==> config.mk <==
export PLATFORM = sky130hd
export DESIGN_NAME = btr_tag_ram
export DESIGN_NICKNAME = d
export VERILOG_FILES = /design/src/hdl/btr_pkg.sv /design/src/hdl/btr_tag_ram.sv
export SDC_FILE = /design/constraint.sdc
export NUM_CORES = 1
export LEC_CHECK = 0
export BUFFER_PORTS_ARGS = -buffer_cell sky130_fd_sc_hd__buf_2
export CAP_MARGIN = 25
export CORE_UTILIZATION = 56
export DETAILED_ROUTE_END_ITERATION = 7
export HOLD_SLACK_MARGIN = 0.03
export MAX_ROUTING_LAYER = met4
export PLACE_DENSITY_LB_ADDON = 0.2
export SYNTH_ARGS = -nofsm -noshare
export SYNTH_HDL_FRONTEND = slang
export SYNTH_SLANG_ARGS = --single-unit
==> constraint.sdc <==
create_clock -name clk -period 2.34 [get_ports clk]
set_clock_uncertainty 0.1 [all_clocks]
set_input_delay 0.351 -clock clk [delete_from_list [all_inputs] [get_ports clk]]
set_output_delay 0.351 -clock clk [all_outputs]
set_load 0.02 [all_outputs]
==> src/hdl/btr_pkg.sv <==
`timescale 1ns / 1ps

package btr_pkg;

	localparam int TAG_DEPTH_DEF = 32;
	localparam int MAX_WORDS     = 64;
	localparam int CNT_W         = 7;
	localparam int STR_CHARS     = 31;
	localparam int STR_LEN_W     = 5;

	localparam logic [7:0] CH_LT    = 8'h3C;
	localparam logic [7:0] CH_GT    = 8'h3E;
	localparam logic [7:0] CH_LF    = 8'h0A;
	localparam logic [7:0] CH_SP    = 8'h20;
	localparam logic [7:0] CH_TAB   = 8'h09;
	localparam logic [7:0] CH_CR    = 8'h0D;
	localparam logic [7:0] CH_PLUS  = 8'h2B;
	localparam logic [7:0] CH_MINUS = 8'h2D;
	localparam logic [7:0] CH_0     = 8'h30;
	localparam logic [7:0] CH_9     = 8'h39;

	// words kept free after a payload echo for the closing string
	localparam logic [CNT_W-1:0] ECHO_LIMIT_WG = CNT_W'(MAX_WORDS - 15);
	localparam logic [CNT_W-1:0] ECHO_LIMIT_FN = CNT_W'(MAX_WORDS - 2);

	typedef enum logic [3:0] {
		ST_IDLE, ST_RD_B, ST_DECODE, ST_STR_A, ST_PAY_RD, ST_PAY_CHK,
		ST_VAL_CHK, ST_VAL_OUT, ST_STR_B, ST_FLUSH
	} state_t;

	typedef enum logic [1:0] {PM_NONE, PM_ECHO, PM_VALUE} pmode_t;

	typedef enum logic [4:0] {
		S_NONE, S_SMALL_OPEN, S_SMALL_CLOSE, S_I_OPEN, S_I_CLOSE, S_I_CLOSE_SP,
		S_FN_OPEN, S_FN_CLOSE, S_B_OPEN, S_B_CLOSE, S_RED_OPEN, S_FONT_CLOSE,
		S_U_OPEN, S_U_CLOSE, S_CITE_OPEN, S_CITE_CLOSE, S_SUP_OPEN, S_SUP_CLOSE,
		S_SUB_OPEN, S_SUB_CLOSE, S_FACE_OPEN, S_FACE_CLOSE, S_BR_SP, S_BR,
		S_DIV_RIGHT, S_DIV_CENTER, S_CENTER_CLOSE, S_DIV_CLOSE, S_BIG_OPEN,
		S_BIG_CLOSE
	} str_id_t;

	typedef struct packed {
		logic [STR_LEN_W-1:0]   len;
		logic [STR_CHARS*8-1:0] bits;   // right-aligned, last char in low byte
	} str_t;

	typedef struct packed {
		logic       push;     // append byte behind the held one
		logic       flush;    // send held byte as the last of the run
		logic       direct;   // single-byte run straight to output
		logic [7:0] data;
	} emit_cmd_t;

	typedef struct packed {
		logic load_ok;
		logic push_ok;
		logic hold_v;
	} emit_sts_t;

	function automatic str_t str_rom(input str_id_t id);
		str_t r;
		r.bits = '0;
		r.len  = '0;
		unique case (id)
			S_SMALL_OPEN:   begin r.bits = " <small><em>"; r.len = 5'd12; end
			S_SMALL_CLOSE:  begin r.bits = "</em></small> "; r.len = 5'd14; end
			S_I_OPEN:       begin r.bits = "<i>"; r.len = 5'd3; end
			S_I_CLOSE:      begin r.bits = "</i>"; r.len = 5'd4; end
			S_I_CLOSE_SP:   begin r.bits = "</i> "; r.len = 5'd5; end
			S_FN_OPEN:      begin r.bits = "<font color=\"#800000\"> <small>("; r.len = 5'd31; end
			S_FN_CLOSE:     begin r.bits = ")</small> </font>"; r.len = 5'd17; end
			S_B_OPEN:       begin r.bits = "<b>"; r.len = 5'd3; end
			S_B_CLOSE:      begin r.bits = "</b>"; r.len = 5'd4; end
			S_RED_OPEN:     begin r.bits = "<font color=#FF0000>"; r.len = 5'd20; end
			S_FONT_CLOSE:   begin r.bits = "</font>"; r.len = 5'd7; end
			S_U_OPEN:       begin r.bits = "<u>"; r.len = 5'd3; end
			S_U_CLOSE:      begin r.bits = "</u>"; r.len = 5'd4; end
			S_CITE_OPEN:    begin r.bits = "<cite>"; r.len = 5'd6; end
			S_CITE_CLOSE:   begin r.bits = "</cite>"; r.len = 5'd7; end
			S_SUP_OPEN:     begin r.bits = "<sup>"; r.len = 5'd5; end
			S_SUP_CLOSE:    begin r.bits = "</sup>"; r.len = 5'd6; end
			S_SUB_OPEN:     begin r.bits = "<sub>"; r.len = 5'd5; end
			S_SUB_CLOSE:    begin r.bits = "</sub>"; r.len = 5'd6; end
			S_FACE_OPEN:    begin r.bits = "<font face=\""; r.len = 5'd12; end
			S_FACE_CLOSE:   begin r.bits = "\">"; r.len = 5'd2; end
			S_BR_SP:        begin r.bits = "<br /> "; r.len = 5'd7; end
			S_BR:           begin r.bits = "<br />"; r.len = 5'd6; end
			S_DIV_RIGHT:    begin r.bits = "<div align=\"right\">"; r.len = 5'd19; end
			S_DIV_CENTER:   begin r.bits = "<div align=\"center\">"; r.len = 5'd20; end
			S_CENTER_CLOSE: begin r.bits = "</center>"; r.len = 5'd9; end
			S_DIV_CLOSE:    begin r.bits = "</div>"; r.len = 5'd6; end
			S_BIG_OPEN:     begin r.bits = "<big>"; r.len = 5'd5; end
			S_BIG_CLOSE:    begin r.bits = "</big>"; r.len = 5'd6; end
			default:        begin r.bits = '0; r.len = '0; end
		endcase
		return r;
	endfunction

endpackage

==> src/hdl/btr_tag_ram.sv <==
`timescale 1ns / 1ps

module btr_tag_ram #(
	parameter int TAG_DEPTH = btr_pkg::TAG_DEPTH_DEF,
	localparam int AW = $clog2(TAG_DEPTH)
) (
	input  logic          clk,
	input  logic          en,
	input  logic          we,
	input  logic [AW-1:0] addr,
	input  logic [7:0]    wdata,
	output logic [7:0]    rdata
);

	logic [7:0] mem [TAG_DEPTH];

	always_ff @(posedge clk) begin
		if (en) begin
			if (we) begin
				mem[addr] <= wdata;
			end else begin
				rdata <= mem[addr];
			end
		end
	end

endmodule

# Yosys cells after proc, flatten, opt, wreduce, memory -nomap -nowiden
# Memories as Yosys holds them, arrays and structs flattened. A register that Yosys moved wholly into a read port is not among the register bits.
# Index checks and enable logic that the tools add are counted.
# totals
romBits	0
ram_bits	256
output_inout_bits	8
regBits	0
elab_cells	6
latchBits	0
mem_count	1
input_bits	16
# op_classes
n_eq_ne	0
bitwise	1
multipliers	0
mux	3
order_cmp	0
add_sub_neg	0
div_mod_pow	0
shifts	0
n_reduce_logical	1
# mem_list
name	words	width	rd	rd_clocked_by_memory_dff	write_ports	line_no	rtl
mem	32	8	1	1	1	btr_tag_ram.sv:15	logic [7:0] mem [TAG_DEPTH];
# op_table
op	count
two-way mux 1 bit	3
AND reduction 2 bit	1
NOT 1 bit	1

# Longest topological paths before layout
# Gate-level depths: netlist of the first run.
# depth
word_depth	3
depth_mapped	7
depth_no_buf	4

# Worst setup path after synthesis of the first run
# Ideal clock, no wire load.
# synth_timing
kind	input-to-reg
startpoint	in addr[1]
endpoint	mem mem[27][0], enable pin
t_required_ns	1.857
arrival_time_ns	1.850
slack_ns	0.006
cell_stages	5
path_buffers	3
setup_ns	0.383
path_cell_list	clkbuf_1 -> buf_2 -> buf_2 -> nand4_1 -> nor3_1
# synth_rtl
element	line_no	rtl
start, declared	btr_tag_ram.sv:10	input logic [AW-1:0] addr,
end, declared	btr_tag_ram.sv:15	
# Straight into the memory's write port.

==> results by group, run 1 <==
Outcome
  – Status: finished, final reports clean

Final layout
  – Layout Cells excl Fill: 901
  – Fin area: 11800 um^2
  – Final #Nets: 667
  – Filler cells: 1240
  – Multi-input gate area: 2190 um^2
  – Share of cells above drive strength 1: 0.175
  – Storage element area: 7930 um^2
  – Layout overhead on the synthesized area: 14.8%

Global route
  – Antenna violations before repair: 3
  – Global-route wire length before repair: 32200 um
  – Global route overflow: 0
  – Vias in the first global route: 5346
  – Gr usage total: 0.247
  – Largest net degree at the start of global routing: 33

Route
  – Vias per std cell: 6.11
  – WL/cell: 24.3 um
  – # DRC: 0
  – Routed Antenna Nets: 0
  – WL final: 21900 um
  – Via count: 5505
  – Drt first-iter violations: 453
  – Length of the first detailed-routing pass in iterations: 6

Place
  – Hpwl dp: 14200 um
  – Buffers on Ports: 23
  – Placer Congestion: 0.882
  – Placed Area: 11000 um^2
  – Placed cell count: 852
  – Setup WS pre-CTS: -238 ps

Floorplan
  – Height of the die: 138 um
  – Die width: 138 um
  – # IOs: 24
  – Standard-cell rows: 49
  – Starting density of the core: 0.573
  – Die area: 18900 um^2
  – Core Box Area: 18000 um^2

Critical path
  – CP Class: in -> reg
  – CP startpoint kind: input port
  – Max FO, Critical Path: 27
  – Required @ worst endpoint: 2490 ps
  – Worst Path Arrival: 2230 ps
  – CP endpoint kind: flip-flop

Synthesis
  – Register area share after synthesis: 0.770
  – Post-synth EDFFs: 264
  – Ys Warns: 0
  – Synthesized flop and latch total: 264
  – Mean Syn Cell Area: 17.7 um^2
  – Syn Std Cell Area: 10300 um^2
  – Main synth FF type: edfxtp_1
  – Count of cell types in the netlist: 23
  – Post-synthesis async set-or-reset flop share: 0
  – Gate Count Post-Synth: 580
  – Synth area leaders: edfxtp_1, mux2i_1, o22ai_1
  – Synth area leader: edfxtp_1
  – Synth top cells by count: edfxtp_1, mux2i_1, o22ai_1, nor2_1, buf_2
  – Cell with the most instances after synthesis: edfxtp_1
  – Syn_nets: 596
  – Synth top area share: 0.770

Pwr
  – Power Density: 818 nW/um^2
  – Sw Ratio: 0.202
  – Pint: 7.71 mW
  – Seq pwr share: 0.544
  – Pleak: 4.17 nW
  – Net switching power: 1.95 mW
  – Clock power frac: 0.409
  – VDD IR-drop max: 0.000641 V
  – Logic pwr share: 0.047
  – Total Power: 9.67 mW

Timing
  – Tmin final: 2090 ps
  – Peak Freq: 479 MHz
  – Final worst path period share: 0.892
  – Max-slew violation count: 0
  – Worst slew pin tran: 841 ps
  – RSZ-0062 raised after global routing: false
  – Count of final setup violators: 0
  – Final hold vios: 0
  – Min setup slack post-route: 253 ps
  – Relative slew margins: 0.434
  – Post-route setup TNS: 0 ps

CTS
  – CTS resizes: 0
  – Clk_lat worst skew: 520 ps
  – CTS clk-pin slew, worst paths: 60 ps
  – Hold-fix buffer count after cts: 0
  – Clock Tree Root: clkbuf_16
  – Num CTS Buffers: 26
  – CTS Buffer Depth: 3
  – H-Tree Level Count: 1
  – CTS tree: done
  – # Post-CTS Setup Buffers: 0
  – CTS Sinks: 264

Hold path
  – HP Class: in -> reg

Flow run
  – # Max-Cap Violations: 0
[kinds of logic after synthesis]
group	Yosys count	synth area share
DFF	264	0.770
muxes	128	0.125
and+or+nand+nor	89	0.0494
AOI/OAI and AO/OA	64	0.0389
buffers and inverters	35	0.0168
[per-layer routing]
metal | track usage | share of wire | vias to the layer above
met5 | - | 0 | -
met4 | 0.0739 | 0.025 | 0
met3 | 0.0530 | 0.066 | 43
met2 | 0.406 | 0.51 | 217
met1 | 0.308 | 0.40 | 2764
li1 | - | - | 2481
[power groups by stage]
stage	logic (mW)	registers (mW)	clock network (mW)
global placement	0.444	5.36	0
finish	0.454	5.26	3.95
detailed placement	0.453	5.36	0
CTS	0.455	5.26	4.00
global route	0.484	5.26	4.18
floorplan	0.237	5.37	0
[worst max-delay path, cell delays in order]
cell and delay (ps):
buf_6 330, buf_12 220, mux2i_1 350, o22ai_1 160, nor4_1 720, nand2_1 90
[flip-flops by register name (all words and copies together) (netlist names)]
register  flops
rdata         8
mem         256
[final timing paths]
check                  start       end  slack [ps]  cells after the start
setup / recovery     addr[1]  rdata[5]         250                      6
hold / removal            we  rdata[6]         260                      3
setup reg to reg  mem[27][5]  rdata[5]         320                      4
hold reg to reg   mem[19][2]  rdata[2]         640                      4
[cell usage in the layout, fill, tap and decap left out, drive strengths merged, types with 5 or more instances in the layout]
cell     instances
mux2i          128
clkinv          14
nor4            16
o22ai           64
nor2            31
edfxtp         264
clkbuf          30
nand4bb          5
nand2           13
buf             78
[per-stage QoR]
step | hold slack [ps] | util
after CTS | 252 | 0.657
after global routing | 251 | 0.658
final | 258 | 0.658
after global placement | 598 | 0.612
after floorplan | 350 | -
after detailed placement | 619 | 0.612
[cell type report]
cell class,count,area share
Antenna cell,3,0.000635
Clock inverter,16,0.0103
Clock buffer,30,0.0581
Tap cell,229,0.0242
Sequential cell,264,0.671
Multi-Input combinational cell,281,0.185
Timing Repair Buffer,78,0.0505
Note: power is estimated with default switching activity, not from simulation.
==> inputs of run 2 (changes only) <==
CORE_ASPECT_RATIO = 2   (was unset)
==> results by group, run 2 (synthesis gave the netlist of run 1 again) <==
Critical path
  – Worst Setup EP: mem[24][3]
  – FF-to-FF path depth: 4 (unchanged)
  – Critical path startpoint: addr[1]
  – CP endpoint kind: flip-flop
  – RR Endpoint: rdata[2]
  – Worst Path Arrival: 1970 ps (-260 ps)
  – CP startpoint kind: input port
  – Required @ worst endpoint: 2450 ps (-40 ps)
  – R2R Setup Slk: 660 ps (+340 ps)
  – CP Class: in -> reg
  – Reg2reg start: mem[30][2]
  – Max FO, Critical Path: 32 (+19%)

Timing
  – Max-slew violation count: 0 (unchanged)
  – Worst slew pin tran: 699 ps (-142 ps)
  – Final hold vios: 0 (unchanged)
  – RSZ-0062 raised after global routing: false
  – Post-route setup TNS: 0 ps (unchanged)
  – Final worst path period share: 0.793 (-0.0991)
  – Min setup slack post-route: 485 ps (+232 ps)
  – Hold WS: 247 ps (-10.5 ps)
  – Tmin final: 1860 ps (-232 ps)
  – Peak Freq: 539 MHz (+13%)
  – Count of final setup violators: 0 (unchanged)
  – Relative slew margins: 0.534 (+0.100)

Final layout
  – Final design utilization: 0.661 (+0.00348)
  – Largest regs: mem x256, rdata x8
  – Most frequent cells in the layout: edfxtp_1, mux2i_1, o22ai_1, buf_4, nor2_1
  – Max FFs per register: 256 (unchanged)
  – Number of diodes: 0 (-3)
  – Layout Cells excl Fill: 877 (-2.7%)
  – Most common cell after layout, fill and taps aside: edfxtp_1
  – Final #Nets: 665 (-0.30%)
  – Most flops, register: mem
  – Layout overhead on the synthesized area: 14.8% (about the same)
  – Fin area: 11800 um^2 (about the same)
  – Share of cells above drive strength 1: 0.179 (+0.00433)
  – Filler cells: 1202 (-3.1%)

Pwr
  – Power Density: 846 nW/um^2 (+3.4%)
  – VDD IR-drop max: 0.000910 V (+42%)
  – Total Power: 9.99 mW (+3.4%)
  – Pleak: 4.19 nW (+0.40%)

Place
  – Placed cell count: 838 (-1.6%)
  – Placed Area: 11000 um^2 (-0.39%)
  – Buffers on Ports: 23 (unchanged)
  – Hpwl dp: 15400 um (+8.4%)
  – Placer Congestion: 0.920 (+4.4%)
  – Setup WS pre-CTS: -0.674 ps (+237 ps)

Outcome
  – Failing checks: DRC
  – Status: finished with violations

Global route
  – Global route overflow: 0 (unchanged)
  – Global-route wire length before repair: 34100 um (+6.0%)
  – Gr usage total: 0.256 (+0.00925)
  – Largest net degree at the start of global routing: 33 (unchanged)
  – Vias in the first global route: 5603 (+4.8%)
  – Antenna violations before repair: 0 (-3)

Route
  – Vias per std cell: 6.23 (+1.9%)
  – Via count: 5461 (-0.80%)
  – WL/cell: 26.3 um (+8.1%)
  – Drt first-iter violations: 612 (+35%)
  – WL final: 23000 um (+5.2%)
  – Length of the first detailed-routing pass in iterations: 7 (+1)
  – Routed Antenna Nets: 0 (unchanged)
  – # DRC: 4 (+4)

Flow run
  – # Max-Cap Violations: 0 (unchanged)

CTS
  – CTS clk-pin slew, worst paths: 70 ps (about the same)
  – Clk_lat worst skew: 510 ps (about the same)
  – Num CTS Buffers: 22 (-15%)
  – CTS Buffer Depth: 3 (unchanged)
  – CTS resizes: 0 (unchanged)
  – # Post-CTS Setup Buffers: 0 (unchanged)
  – CTS Sinks: 264 (unchanged)
  – Clock Tree Root: clkbuf_16
  – H-Tree Level Count: 1 (unchanged)
  – CTS tree: done
  – Hold-fix buffer count after cts: 0 (unchanged)

Floorplan
  – Standard-cell rows: 69 (+41%)
  – Core Box Area: 17900 um^2 (-0.52%)
  – Die area: 19000 um^2 (+0.17%)
  – # IOs: 24 (unchanged)
  – Starting density of the core: 0.576 (+0.00297)
  – Height of the die: 194 um (+41%)
  – Die width: 97.9 um (-29%)

Hold path
  – HP Class: in -> reg
==> run 2: per-layer routing <==
metal / wire [um] / GRT usage
met1: 7800 / 0.270
met2: 12900 / 0.466
met3: 941 / 0.0252
met4: 1380 / 0.136
met5: 0 / -
==> run 2: worst max-delay path, cell delays in order <==
cell and delay [ps]:
buf_6 200, buf_4 250, or3_1 540, nor3_1 340
buf_4 250
==> run 2: layout make-up <==
type / instances / area (um^2) / area share
sequential: 264 / 7930 / 0.671
multi-input combinational: 281 / 2190 / 0.185
clock buffer: 23 / 576 / 0.0487
timing repair buffer: 80 / 574 / 0.0486
clock inverter: 16 / 284 / 0.0240
tap: 213 / 267 / 0.0226
==> run 2: worst min-delay path by stage <==
stage,from,endpoint,slack (ps),cells past startpoint
6_report,we,rdata[5],250,3
4_1_cts,we,rdata[7],230,3
2_1_floorplan,wdata[0],mem[0][0],350,0
3_3_place_gp,mem[25][2],rdata[2],620,4
5_1_grt,we,rdata[4],250,3
3_5_place_dp,mem[25][2],rdata[2],640,4
==> run 2: where the power goes <==
| group | switching [mW] | total (mW) | internal, mW |
|---|---|---|---|
| Combinational | 0.297 | 0.457 | 0.159 |
| Clock | 1.61 | 4.28 | 2.67 |
| Sequential | 0.0109 | 5.26 | 5.24 |
