## src/hdl/btr_pkg.sv

```systemverilog
`timescale 1ns / 1ps

package btr_pkg;

	localparam int TAG_DEPTH_DEF = 32;
	localparam int MAX_WORDS     = 64;
	localparam int CNT_W         = 7;
	localparam int STR_CHARS     = 31;
	localparam int STR_LEN_W     = 5;

	localparam logic [7:0] CH_LT    = 8'h3C;
	localparam logic [7:0] CH_GT    = 8'h3E;
	localparam logic [7:0] CH_LF    = 8'h0A;
	localparam logic [7:0] CH_SP    = 8'h20;
	localparam logic [7:0] CH_TAB   = 8'h09;
	localparam logic [7:0] CH_CR    = 8'h0D;
	localparam logic [7:0] CH_PLUS  = 8'h2B;
	localparam logic [7:0] CH_MINUS = 8'h2D;
	localparam logic [7:0] CH_0     = 8'h30;
	localparam logic [7:0] CH_9     = 8'h39;

	// words kept free after a payload echo for the closing string
	localparam logic [CNT_W-1:0] ECHO_LIMIT_WG = CNT_W'(MAX_WORDS - 15);
	localparam logic [CNT_W-1:0] ECHO_LIMIT_FN = CNT_W'(MAX_WORDS - 2);

	typedef enum logic [3:0] {
		ST_IDLE, ST_RD_B, ST_DECODE, ST_STR_A, ST_PAY_RD, ST_PAY_CHK,
		ST_VAL_CHK, ST_VAL_OUT, ST_STR_B, ST_FLUSH
	} state_t;

	typedef enum logic [1:0] {PM_NONE, PM_ECHO, PM_VALUE} pmode_t;

	typedef enum logic [4:0] {
		S_NONE, S_SMALL_OPEN, S_SMALL_CLOSE, S_I_OPEN, S_I_CLOSE, S_I_CLOSE_SP,
		S_FN_OPEN, S_FN_CLOSE, S_B_OPEN, S_B_CLOSE, S_RED_OPEN, S_FONT_CLOSE,
		S_U_OPEN, S_U_CLOSE, S_CITE_OPEN, S_CITE_CLOSE, S_SUP_OPEN, S_SUP_CLOSE,
		S_SUB_OPEN, S_SUB_CLOSE, S_FACE_OPEN, S_FACE_CLOSE, S_BR_SP, S_BR,
		S_DIV_RIGHT, S_DIV_CENTER, S_CENTER_CLOSE, S_DIV_CLOSE, S_BIG_OPEN,
		S_BIG_CLOSE
	} str_id_t;

	typedef struct packed {
		logic [STR_LEN_W-1:0]   len;
		logic [STR_CHARS*8-1:0] bits;   // right-aligned, last char in low byte
	} str_t;

	typedef struct packed {
		logic       push;     // append byte behind the held one
		logic       flush;    // send held byte as the last of the run
		logic       direct;   // single-byte run straight to output
		logic [7:0] data;
	} emit_cmd_t;

	typedef struct packed {
		logic load_ok;
		logic push_ok;
		logic hold_v;
	} emit_sts_t;

	function automatic str_t str_rom(input str_id_t id);
		str_t r;
		r.bits = '0;
		r.len  = '0;
		unique case (id)
			S_SMALL_OPEN:   begin r.bits = " <small><em>"; r.len = 5'd12; end
			S_SMALL_CLOSE:  begin r.bits = "</em></small> "; r.len = 5'd14; end
			S_I_OPEN:       begin r.bits = "<i>"; r.len = 5'd3; end
			S_I_CLOSE:      begin r.bits = "</i>"; r.len = 5'd4; end
			S_I_CLOSE_SP:   begin r.bits = "</i> "; r.len = 5'd5; end
			S_FN_OPEN:      begin r.bits = "<font color=\"#800000\"> <small>("; r.len = 5'd31; end
			S_FN_CLOSE:     begin r.bits = ")</small> </font>"; r.len = 5'd17; end
			S_B_OPEN:       begin r.bits = "<b>"; r.len = 5'd3; end
			S_B_CLOSE:      begin r.bits = "</b>"; r.len = 5'd4; end
			S_RED_OPEN:     begin r.bits = "<font color=#FF0000>"; r.len = 5'd20; end
			S_FONT_CLOSE:   begin r.bits = "</font>"; r.len = 5'd7; end
			S_U_OPEN:       begin r.bits = "<u>"; r.len = 5'd3; end
			S_U_CLOSE:      begin r.bits = "</u>"; r.len = 5'd4; end
			S_CITE_OPEN:    begin r.bits = "<cite>"; r.len = 5'd6; end
			S_CITE_CLOSE:   begin r.bits = "</cite>"; r.len = 5'd7; end
			S_SUP_OPEN:     begin r.bits = "<sup>"; r.len = 5'd5; end
			S_SUP_CLOSE:    begin r.bits = "</sup>"; r.len = 5'd6; end
			S_SUB_OPEN:     begin r.bits = "<sub>"; r.len = 5'd5; end
			S_SUB_CLOSE:    begin r.bits = "</sub>"; r.len = 5'd6; end
			S_FACE_OPEN:    begin r.bits = "<font face=\""; r.len = 5'd12; end
			S_FACE_CLOSE:   begin r.bits = "\">"; r.len = 5'd2; end
			S_BR_SP:        begin r.bits = "<br /> "; r.len = 5'd7; end
			S_BR:           begin r.bits = "<br />"; r.len = 5'd6; end
			S_DIV_RIGHT:    begin r.bits = "<div align=\"right\">"; r.len = 5'd19; end
			S_DIV_CENTER:   begin r.bits = "<div align=\"center\">"; r.len = 5'd20; end
			S_CENTER_CLOSE: begin r.bits = "</center>"; r.len = 5'd9; end
			S_DIV_CLOSE:    begin r.bits = "</div>"; r.len = 5'd6; end
			S_BIG_OPEN:     begin r.bits = "<big>"; r.len = 5'd5; end
			S_BIG_CLOSE:    begin r.bits = "</big>"; r.len = 5'd6; end
			default:        begin r.bits = '0; r.len = '0; end
		endcase
		return r;
	endfunction

endpackage

```

## src/hdl/btr_out_stage.sv

```systemverilog
`timescale 1ns / 1ps

// One-byte hold plus output register; the hold lets run_last be set on the
// final byte without lookahead.
module btr_out_stage (
	input  logic                 clk,
	input  logic                 arst_n,
	input  btr_pkg::emit_cmd_t   cmd,
	output btr_pkg::emit_sts_t   sts,
	output logic                 m_tvalid,
	input  logic                 m_tready,
	output logic [7:0]           m_tdata,   // [7:0] out_char
	output logic                 m_tlast    // run_last
);

	logic       out_v_q;
	logic [7:0] out_data_q;
	logic       out_last_q;
	logic       hold_v_q;
	logic [7:0] hold_q;
	logic       load;

	assign sts.load_ok = !out_v_q || m_tready;
	assign sts.push_ok = !hold_v_q || sts.load_ok;
	assign sts.hold_v  = hold_v_q;
	assign load = cmd.direct || cmd.flush || (cmd.push && hold_v_q);

	always_ff @(posedge clk or negedge arst_n) begin
		if (!arst_n) begin
			out_v_q  <= 1'b0;
			hold_v_q <= 1'b0;
		end else begin
			if (load) begin
				out_v_q <= 1'b1;
			end else if (m_tready) begin
				out_v_q <= 1'b0;
			end
			if (cmd.push) begin
				hold_v_q <= 1'b1;
			end else if (cmd.flush) begin
				hold_v_q <= 1'b0;
			end
		end
	end

	always_ff @(posedge clk) begin
		if (cmd.direct) begin
			out_data_q <= cmd.data;
			out_last_q <= 1'b1;
		end else if (cmd.flush) begin
			out_data_q <= hold_q;
			out_last_q <= 1'b1;
		end else if (cmd.push && hold_v_q) begin
			out_data_q <= hold_q;
			out_last_q <= 1'b0;
		end
		if (cmd.push) begin
			hold_q <= cmd.data;
		end
	end

	assign m_tvalid = out_v_q;
	assign m_tdata  = out_data_q;
	assign m_tlast  = out_last_q;

endmodule

```

## config.mk

```make
export PLATFORM = sky130hd
export DESIGN_NAME = btr_out_stage
export DESIGN_NICKNAME = d
export VERILOG_FILES = /design/src/hdl/btr_pkg.sv /design/src/hdl/btr_out_stage.sv
export SDC_FILE = /design/constraint.sdc
export NUM_CORES = 1
export LEC_CHECK = 0
export CORE_MARGIN = 1
export CORE_UTILIZATION = 25
export CTS_CLUSTER_SIZE = 30
export DETAILED_ROUTE_END_ITERATION = 16
export DONT_BUFFER_PORTS = 1
export MAX_ROUTING_LAYER = met4
export PLACE_DENSITY = 0.48
export SYNTH_ARGS = -nofsm -noshare
export SYNTH_HDL_FRONTEND = slang
export SYNTH_SLANG_ARGS = --single-unit
```

## constraint.sdc

```tcl
create_clock -name clk -period 3 [get_ports clk]
set_clock_uncertainty 0.05 [all_clocks]
set_input_delay 0.3 -clock clk [delete_from_list [all_inputs] [get_ports clk]]
set_output_delay 0.3 -clock clk [all_outputs]
set_load 0.02 [all_outputs]
```

## Word-level counts from Yosys, hierarchy flattened

Index checks and enable logic that the tools add are counted.

| word-level totals | value |
|---|---|
| bits in registers | 19 |
| logic and storage cells | 23 |
| input port bits | 14 |
| output and inout port bits | 13 |

| cells by class | value |
|---|---|
| reductions and logical operators | 11 |
| muxes and demuxes | 7 |

Operator list:

| cell | number |
|---|---|
| $mux W8 | 3 |
| $logic_or A1 B1 Y1 | 4 |
| $mux W1 | 4 |
| $reduce_bool A2 Y1 | 2 |
| $reduce_bool A3 Y1 | 1 |
| $logic_not A1 Y1 | 2 |
| $reduce_or A2 Y1 | 1 |
| $logic_and A1 B1 Y1 | 1 |

## Depth between registers and ports, before layout

Gate-level depths: netlist of the first run.

| depth | value |
|---|---|
| depth in word-level cells | 4 |
| mapped depth | 3 |
| mapped depth without buffers | 2 |

## Worst setup path after synthesis of the first run

Ideal clock, no wire load.

| timing path | value |
|---|---|
| kind | input port to flip-flop |
| start point | in cmd[8] in the netlist's numbering |
| end point | reg out_v_q (netlist: m_tvalid) |
| slack | 1.861 ns |
| required time | 2.825 ns |
| library setup time | 0.125 ns |
| stages on the path | 3 |
| path buffers | 1 |
| arrival | 0.965 ns |
| path through | buf_6 a211o_1 nand2b_4 |

| on the way | value |
|---|---|
| longest elaborated chain between the ends | 3 |
| elaborated cells on any way between the ends | 4 |
| those cells by class | 1 x mux; 3 x reduce/logical |

Ends and longest elaborated chain:

| item | RTL line | text |
|---|---|---|
| from (decl) | btr_out_stage.sv:8 | `input btr_pkg::emit_cmd_t cmd,` |
| $logic_or A1 B1 Y1 * (2 in a row) | btr_out_stage.sv:26 | `assign load = cmd.direct \|\| cmd.flush \|\| (cmd.push && hold_v_q);` |
| net load | btr_out_stage.sv:21 | `logic load;` |
| $mux W1 / $reduce_bool A2 Y1 (equally long branches) | - |  |
| to (signal assigned) | btr_out_stage.sv:30 | `out_v_q <= 1'b0;` |
| to (signal assigned) | btr_out_stage.sv:34 | `out_v_q <= 1'b1;` |
| to (signal assigned) | btr_out_stage.sv:36 | `out_v_q <= 1'b0;` |
| to (decl) | btr_out_stage.sv:16 | `logic out_v_q;` |

The timed path passes the listed nets; every way through them passes the cells marked *.
A chain may end at the register's enable or synchronous reset.

==> results.md, run 1 <==
- Status: completed
- Top cell type's share of synthesized area: 0.667
- Met1 Use GR: 0.0970
- P per Cell Area: 623 mW/mm²
- Setup TNS: 0 ps
- Placed wire-length estimate: 743 µm
- Starting density of the core: 0.264
- Commonest non-fill, non-tap cell in the layout: edfxtp_1
- Sw Pwr: 106 µW
- Max-slew violations: 0
- CP Launch Type: register
- CP max-delay cell: dfrtp_1
- IO buf count: 0
- Clock sinks: 19
- Syn nets: 51
- Leak: 0.000275 µW
- CTS tree: done
- Crit-path max FO: 3
- Synth Register Bits: 19
- Synth warn: 0
- Worst slew pin tran: 358 ps
- Root Driver: clkbuf_4
- Drt initial violations: 7
- Logic pwr share: 0.047
- Met3 GRT Util: 0.0395
- Critical setup path kind: register to primary output
- CP max stage delay: 490 ps
- Synth Instances: 37
- Internal power: 378 µW
- GRT overflow: 0
- Synth area leaders: edfxtp_1 (67%), mux2_2 (13%), dfrtp_1 (6.9%)
- Commonest non-fill, non-tap cells in the layout: edfxtp_1 (16), mux2_2 (8), clkbuf_4 (3)
- Final Critical Period: 1440 ps
- Count of final hold-check violations: 0
- Clock latency on the worst-skew pair: 290 ps
- Final setup viols: 0
- Grt peak-use layer: met2
- Nets: 55
- Sequential fraction of the synthesis area: 0.764
- Fin area: 777 µm²
- HP Class: primary input to register
- Core area: 0.00273 mm²
- Worst rel slew slack: 0.761
- Layout fillers: 265
- Top delay family on crit path: flip-flops
- WL/cell: 15.1 µm
- Data required, critical path: 2650 ps
- First-pass GRT wire length: 1770 µm
- Vias in the first global route: 323
- DP Area: 741 µm²
- Met2 usage: 0.114
- Critical Path End Type: primary output
- Cell Area, Synth: 721 µm²
- Number of max-cap violations: 0
- Residual DRC count: 0
- Worst Path Buf+Inv: 0
- Share of total power in sequential cells: 0.697
- Clock slew at reported path FFs: 100 ps
- RSZ-0062 raised after global routing: no
- # IOs: 27
- Largest net degree at the start of global routing: 12
- Die Area: 0.00310 mm²
- RePlAce Congestion: 0.596
- Area leader, netlist: edfxtp_1
- DR pass1 iterations: 4
- CP Cell Sequence: nand2b_1
- Rows: 19
- Mapped Avg Cell Area: 19.5 µm²
- Die Y: 55.7 µm
- H-tree depth: 1
- Routed vias: 314
- Area Growth Syn to Fin: 7.81%
- Final Cycle Share: 0.479
- Antenna violations before repair: 0
- Post-synthesis cell type count: 14
- Clock share of power: 0.257
- Detailed Route WL: 1070 µm
- TritonCTS buffer count: 3
- Routed Antenna Nets: 0
- FMAX: 696 MHz
- Die width: 55.7 µm
- CP arrival: 1090 ps
- Layout cells sized above 1: 0.325
- # Post-CTS Setup Buffers: 0
- Worst vdd ir: 0.321 mV
- Ant diodes: 0
- Sw Share: 0.220
- GRT Resource Usage Total: 0.0862
- Routed vias/inst: 4.42
- Clock Path Buffers: 2
[path summary, 6_finish.rpt]
check,end,slack [ps],cells past startpoint,start
worst max register to register,m_tdata[0]$_DFFE_PP_,1690,1,hold_v_q$_DFFE_PN0P_
min in group asynchronous,hold_v_q$_DFFE_PN0P_,180,1,arst_n
worst min-delay path,hold_v_q$_DFFE_PN0P_,50,1,cmd[10]
worst min register to register,m_tdata[1]$_DFFE_PP_,510,1,hold_q[1]$_DFFE_PP_
max in group asynchronous,m_tvalid$_DFFE_PN0P_,2590,1,arst_n
worst max-delay path,sts[2],1560,1,m_tvalid$_DFFE_PN0P_
[power by group through the flow]
stage / logic [µW] / clock network, µW / registers, µW
after CTS: 23.3 / 134 / 337
after floorplan: 25.1 / 0 / 340
after detailed placement: 21.7 / 0 / 344
final: 22.7 / 124 / 337
after global placement: 21.6 / 0 / 343
after global routing: 24.8 / 145 / 340
[per-layer routing]
metal / vias to the layer above / share of wire
li1: 146 / -
met1: 153 / 0.40
met2: 13 / 0.51
met3: 2 / 0.072
met4: 0 / 0.019
met5: - / 0
[repair_timing]
item,in CTS,in global routing
endpoints found under the hold margin,2,0
hold buffers,1,0
resized for setup,0,0
[layout make-up]
class                           count  area (µm²)  share of cell area
Sequential cell                    19         551               0.709
Inverter                            1        3.75             0.00483
Tap cell                           31        38.8              0.0499
Timing Repair Buffer                1        10.0              0.0129
Multi-Input combinational cell     15         148               0.190
Clock buffer                        4        26.3              0.0338
[metrics by stage]
step | utilization | std cells | worst slack, ps | total power, µW | hold slack (ps)
CTS | 0.284 | 71 | 1540 | 495 | 32.4
global placement | 0.271 | 66 | 1680 | 365 | -45.5
global route | 0.284 | 71 | 1500 | 509 | 14.5
floorplan | - | 37 | 1860 | 365 | -45.6
finish | 0.284 | 71 | 1560 | 484 | 48.0
detailed placement | 0.271 | 66 | 1670 | 365 | -45.5
[state kept, by name, summed over array words and instances (netlist names)]
name and count:
hold_q 8, m_tdata 8, hold_v_q 1, m_tlast 1
m_tvalid 1
[cells by family after synthesis]
logic type      after synthesis  synth area share
flops                        19             0.764
mux                           8             0.125
simple gates                  4            0.0434
compound gates                3            0.0365
buf+inv                       3            0.0312
[synthesized netlist by cell type]
library cell / number
a211o_1: 1
a21o_1: 1
a211o_2: 1
buf_6: 1
edfxtp_1: 16
nand2b_4: 1
buf_4: 1
inv_1: 1
dfrtp_1: 2
nand3b_1: 1
nand2b_1: 1
mux2_2: 8
nand2_1: 1
dfxtp_1: 1
No activity file was read; power rests on OpenSTA's default activity.
==> run 2, diff against run 1 <==
--- a/config.mk
+++ b/config.mk
@@ -11,7 +11,7 @@
 export DETAILED_ROUTE_END_ITERATION = 16
 export DONT_BUFFER_PORTS = 1
 export MAX_ROUTING_LAYER = met4
-export PLACE_DENSITY = 0.48
+export PLACE_DENSITY = 0.5
 export SYNTH_ARGS = -nofsm -noshare
 export SYNTH_HDL_FRONTEND = slang
 export SYNTH_SLANG_ARGS = --single-unit
==> constraint.sdc (replaced) <==
create_clock -name clk -period 1.3 [get_ports clk]
set_clock_uncertainty 0.05 [all_clocks]
set_input_delay 0.13 -clock clk [delete_from_list [all_inputs] [get_ports clk]]
set_output_delay 0.13 -clock clk [all_outputs]
set_load 0.02 [all_outputs]
==> run 2 against run 1 <==
Die area did not move. Cell area up 18%. Sequential share of layout area shrank 11 points. Clock-buffer cell count unchanged. Critical path depth unchanged. Setup slack got worse by 1500 ps. Core utilization is 5.2 points higher. Global-route usage increased by 0.33 points. Total power grew 140%. Critical path type unchanged. Critical endpoint unchanged. Largest cell class unchanged.
==> results.md, run 2 (synthesized netlist as in run 1, its figures left out) <==
- Worst rel slew slack: 0.661
- Number of max-cap violations: 0
- Reg2Reg Capture Point: m_tvalid$_DFFE_PN0P_
- Status: completed
- First-pass GRT wire length: 1930 µm
- TritonCTS buffer count: 3
- DR pass1 iterations: 2
- Worst slew pin tran: 509 ps
- CP max stage delay: 480 ps
- Drt initial violations: 7
- H-tree depth: 1
- Hold Path Stages: 1
- RSZ-0062 raised after global routing: no
- FMAX: 799 MHz
- Final setup viols: 0
- Commonest non-fill, non-tap cell in the layout: edfxtp_1
- Worst Hold Launch: cmd[8]
- Max-slew violations: 0
- Largest net degree at the start of global routing: 11
- Critical Path End Type: primary output
- FF-to-FF Start: hold_v_q$_DFFE_PN0P_
- Final Critical Period: 1250 ps
- Routed vias/inst: 4.58
- CP Launch Type: register
- Root Driver: clkbuf_4
- Critical setup path kind: register to primary output
- Die Area: 0.00310 mm²
- Final Cycle Share: 0.963
- Rows: 19
- Antenna violations before repair: 0
- RePlAce Congestion: 0.656
- HP Class: primary input to register
- Final Non-Filler Cells: 85
- CTS tree: done
- Routed Antenna Nets: 0
- Tot Pwr: 1170 µW
- Top delay family on crit path: flip-flops
- CP max-delay cell: dfrtp_1
- CP arrival: 1070 ps
- Core area: 0.00273 mm²
- Met1 Routed Length: 537 µm
- R2R Setup Slk: 140 ps
- Vias in the first global route: 416
- R2r worst-path depth: 2
- Die Y: 55.7 µm
- Met3 wire length: 82 µm
- Detailed Route WL: 1250 µm
- Layout cells sized above 1: 0.259
- WL/cell: 14.7 µm
- Leak: 0.000351 µW
- Clock Path Buffers: 2
- Clock latency on the worst-skew pair: 290 ps
- Uppermost routed layer: met4
- CP startpoint: m_tvalid$_DFFE_PN0P_
- Hold endpoint: m_tdata[6]$_DFFE_PP_
- Commonest non-fill, non-tap cells in the layout: edfxtp_1 (16), dlygate4sd3_1 (12), mux2_2 (8)
- Count of final hold-check violations: 0
- Worst Path Buf+Inv: 0
- Nets: 69
- IO buf count: 0
- # Post-CTS Setup Buffers: 0
- Clock sinks: 19
- Die width: 55.7 µm
- Placed insts: 67
- Residual DRC count: 0
- Crit-path max FO: 3
- GRT Resource Usage Total: 0.0895
- Routed vias: 389
- Ant diodes: 0
- Setup TNS: 0 ps
- GRT overflow: 0
- Data required, critical path: 1120 ps
- Starting density of the core: 0.264
- # IOs: 27
- Area Growth Syn to Fin: 27.6%
- Clock slew at reported path FFs: 110 ps
- P per Cell Area: 1280 mW/mm²
- Met2 wire len: 625 µm
- Worst vdd ir: 0.650 mV
- CP Cell Sequence: nand2b_1
-- run 2: routing by layer --
metal  global-route usage  vias up
li1                     -      176
met1               0.0828      194
met2                0.151       17
met3               0.0395        2
met4               0.0536        0
met5                    -        -
-- run 2: where the power goes --
group / internal, µW / switching (µW)
clock: 119 / 174
sequential: 721 / 53.3
combinational: 60.0 / 46.3
total: 900 / 274
-- run 2: what timing repair did --
item                       CTS  global route
resized for setup            0             2
setup endpoints to repair    0             4
hold endpoints to repair    28             1
hold buffers                13             1
-- run 2: layout make-up --
cell class              count  area, µm²
multi-input cells          15        148
fillers                   262       1810
inverters                   1       3.75
well taps                  31       38.8
flip-flops and latches     19        551
clock buffers               4       26.3
repair buffers             15        153
-- run 2: how the worst max path moves through the flow --
stage,to,slack [ps],cells past startpoint
after floorplan,m_tvalid$_DFFE_PN0P_,190,2
after global placement,m_tvalid$_DFFE_PN0P_,170,2
after detailed placement,m_tvalid$_DFFE_PN0P_,140,2
after CTS,sts[2],30,1
after global routing,sts[2],6,1
final,sts[2],50,1
-- run 2: metrics by stage --
step                      worst slack [ps]  hold WS [ps]  area (µm²)   util
after global routing                  5.63          1.15         920  0.336
after floorplan                        194          -216         721      -
final                                 48.6          19.0         920  0.336
after global placement                 169          -216         748  0.274
after detailed placement               144          -216         748  0.274
after CTS                             31.8          1.47         905  0.331
-- run 2: worst reg2reg max path, cell delays in order, from the launching register on --
cell and delay, ps:
dfrtp_1 390, a211o_1 410, nand2b_4 200
==> run 3, diff against run 2 <==
--- a/config.mk
+++ b/config.mk
@@ -7,6 +7,7 @@
 export LEC_CHECK = 0
 export CORE_MARGIN = 1
 export CORE_UTILIZATION = 25
+export CTS_BUF_LIST = sky130_fd_sc_hd__clkbuf_4
 export CTS_CLUSTER_SIZE = 30
 export DETAILED_ROUTE_END_ITERATION = 16
 export DONT_BUFFER_PORTS = 1
==> run 3 against run 2 <==
Setup slack gained 19 ps. Sequential share of layout area decreased by 0.24 points. Die area unchanged. Global-route usage down 0.11 points. Cell count unchanged. Via count decreased by 1.3%. Cell area rose by 0.41%. Critical path type unchanged.
==> results.md, run 3 (synthesized netlist as in run 1, its figures left out) <==
- Worst Hold Launch: cmd[8]
- Largest net degree at the start of global routing: 11
- Footprint of the multi-input gates: 150 µm²
- Setup TNS: 0 ps
- DR pass1 iterations: 2
- Final Cycle Share: 0.948
- Fin area: 923 µm²
- First-pass GRT wire length: 1930 µm
- Worst rel slew slack: 0.667
- Final setup viols: 0
- Area Growth Syn to Fin: 28.1%
- Sw Share: 0.230
- GRT overflow: 0
- Layout cells sized above 1: 0.296
- Routed vias/inst: 4.52
- Critical setup path kind: register to primary output
- Layout fillers: 260
- # Post-CTS Setup Buffers: 0
- Sw Pwr: 274 µW
- Clock sinks: 19
- Clock slew at reported path FFs: 100 ps
- Share of total power in sequential cells: 0.648
- IO buf count: 0
- Logic pwr share: 0.088
- Detailed Route WL: 1220 µm
- Root Driver: clkbuf_4
- Die width: 55.7 µm
- Residual DRC count: 0
- RSZ-0062 raised after global routing: no
- Clock share of power: 0.264
- WL/cell: 14.4 µm
- Antenna violations before repair: 0
- FF-to-FF Start: hold_v_q$_DFFE_PN0P_
- RePlAce Congestion: 0.656
- Vias in the first global route: 417
- Count of final hold-check violations: 0
- Die Area: 0.00310 mm²
- R2R Setup Slk: 150 ps
- Max-slew violations: 0
- Routed Antenna Nets: 0
- Clock Path Buffers: 2
- Final Non-Filler Cells: 85
- CP Launch Type: register
- Data required, critical path: 1120 ps
- DP Area: 748 µm²
- Rows: 19
- Commonest non-fill, non-tap cells in the layout: edfxtp_1 (16), dlygate4sd3_1 (13), mux2_2 (8)
- CP startpoint: hold_v_q$_DFFE_PN0P_
- Nets: 69
- Routed vias: 384
- P per Cell Area: 1300 mW/mm²
- Ant diodes: 0
- Core area: 0.00273 mm²
- # IOs: 27
- TritonCTS buffer count: 3
- Die Y: 55.7 µm
- Worst slew pin tran: 500 ps
- Commonest non-fill, non-tap cell in the layout: edfxtp_1
- GRT Resource Usage Total: 0.0884
- CP arrival: 1050 ps
- Placed insts: 67
- Number of max-cap violations: 0
- Final Critical Period: 1230 ps
- Leak: 0.000346 µW
- Worst vdd ir: 0.632 mV
- HP Class: primary input to register
- Crit-path max FO: 4
- Clock latency on the worst-skew pair: 290 ps
- Status: completed
- FF/Latch Area: 551 µm²
- H-tree depth: 1
- FMAX: 812 MHz
- Drt initial violations: 2
- Internal power: 921 µW
- Starting density of the core: 0.264
- CTS tree: done
- Critical Path End Type: primary output
run 3: cell types whose count changed in the layout (fill, tap and decap cells not counted), sizes merged:
cell	before	now
dlymetal6s4s	2	1
dlygate4sd3	12	13
run 3: layout make-up:
type | count | area share
repair buffers | 15 | 0.163
inverters | 1 | 0.00407
well taps | 31 | 0.0420
flip-flops and latches | 19 | 0.596
multi-input cells | 15 | 0.163
clock buffers | 4 | 0.0325
run 3: worst max-delay path, cell delays in order (launching register included):
cell and delay [ps]:
dfrtp_1 390, buf_4 170, nand3b_1 200
run 3: routing by layer:
metal,share of wire,global-route usage,vias up
li1,-,-,177
met1,0.42,0.0886,188
met2,0.51,0.141,17
met3,0.069,0.0395,2
met4,0.0041,0.0536,0
met5,0,-,-
run 3: worst paths after layout:
check | end | depth (start not counted)
worst max register to register | m_tvalid$_DFFE_PN0P_ | 2
worst min register to register | m_tdata[4]$_DFFE_PP_ | 1
min in group asynchronous | m_tvalid$_DFFE_PN0P_ | 2
worst max-delay path | sts[1] | 2
max in group asynchronous | hold_v_q$_DFFE_PN0P_ | 2
worst min-delay path | m_tdata[2]$_DFFE_PP_ | 1
run 3: power groups by stage:
stage          Sequential (µW)  Combinational (µW)  Clock [µW]
5_1_grt                    780                 116         350
3_3_place_gp               790                57.2           0
4_1_cts                    776                 103         329
6_report                   774                 106         316
2_1_floorplan              784                57.9           0
3_5_place_dp               790                58.2           0
run 3: metrics by stage:
step                power [µW]  utilization  setup slack, ps  hold WS (ps)
floorplan                  842            -              194          -216
global placement           847        0.274              169          -216
detailed placement         848        0.274              144          -216
CTS                       1210        0.332             31.7          1.67
global route              1250        0.338             23.0          1.16
finish                    1200        0.338             67.8          19.2
run 3: repair_timing:
action	4_1_cts	5_1_grt
hold endpoints to repair	28	1
hold buffers	13	1
gates resized for setup	0	2
setup endpoints to repair	0	2
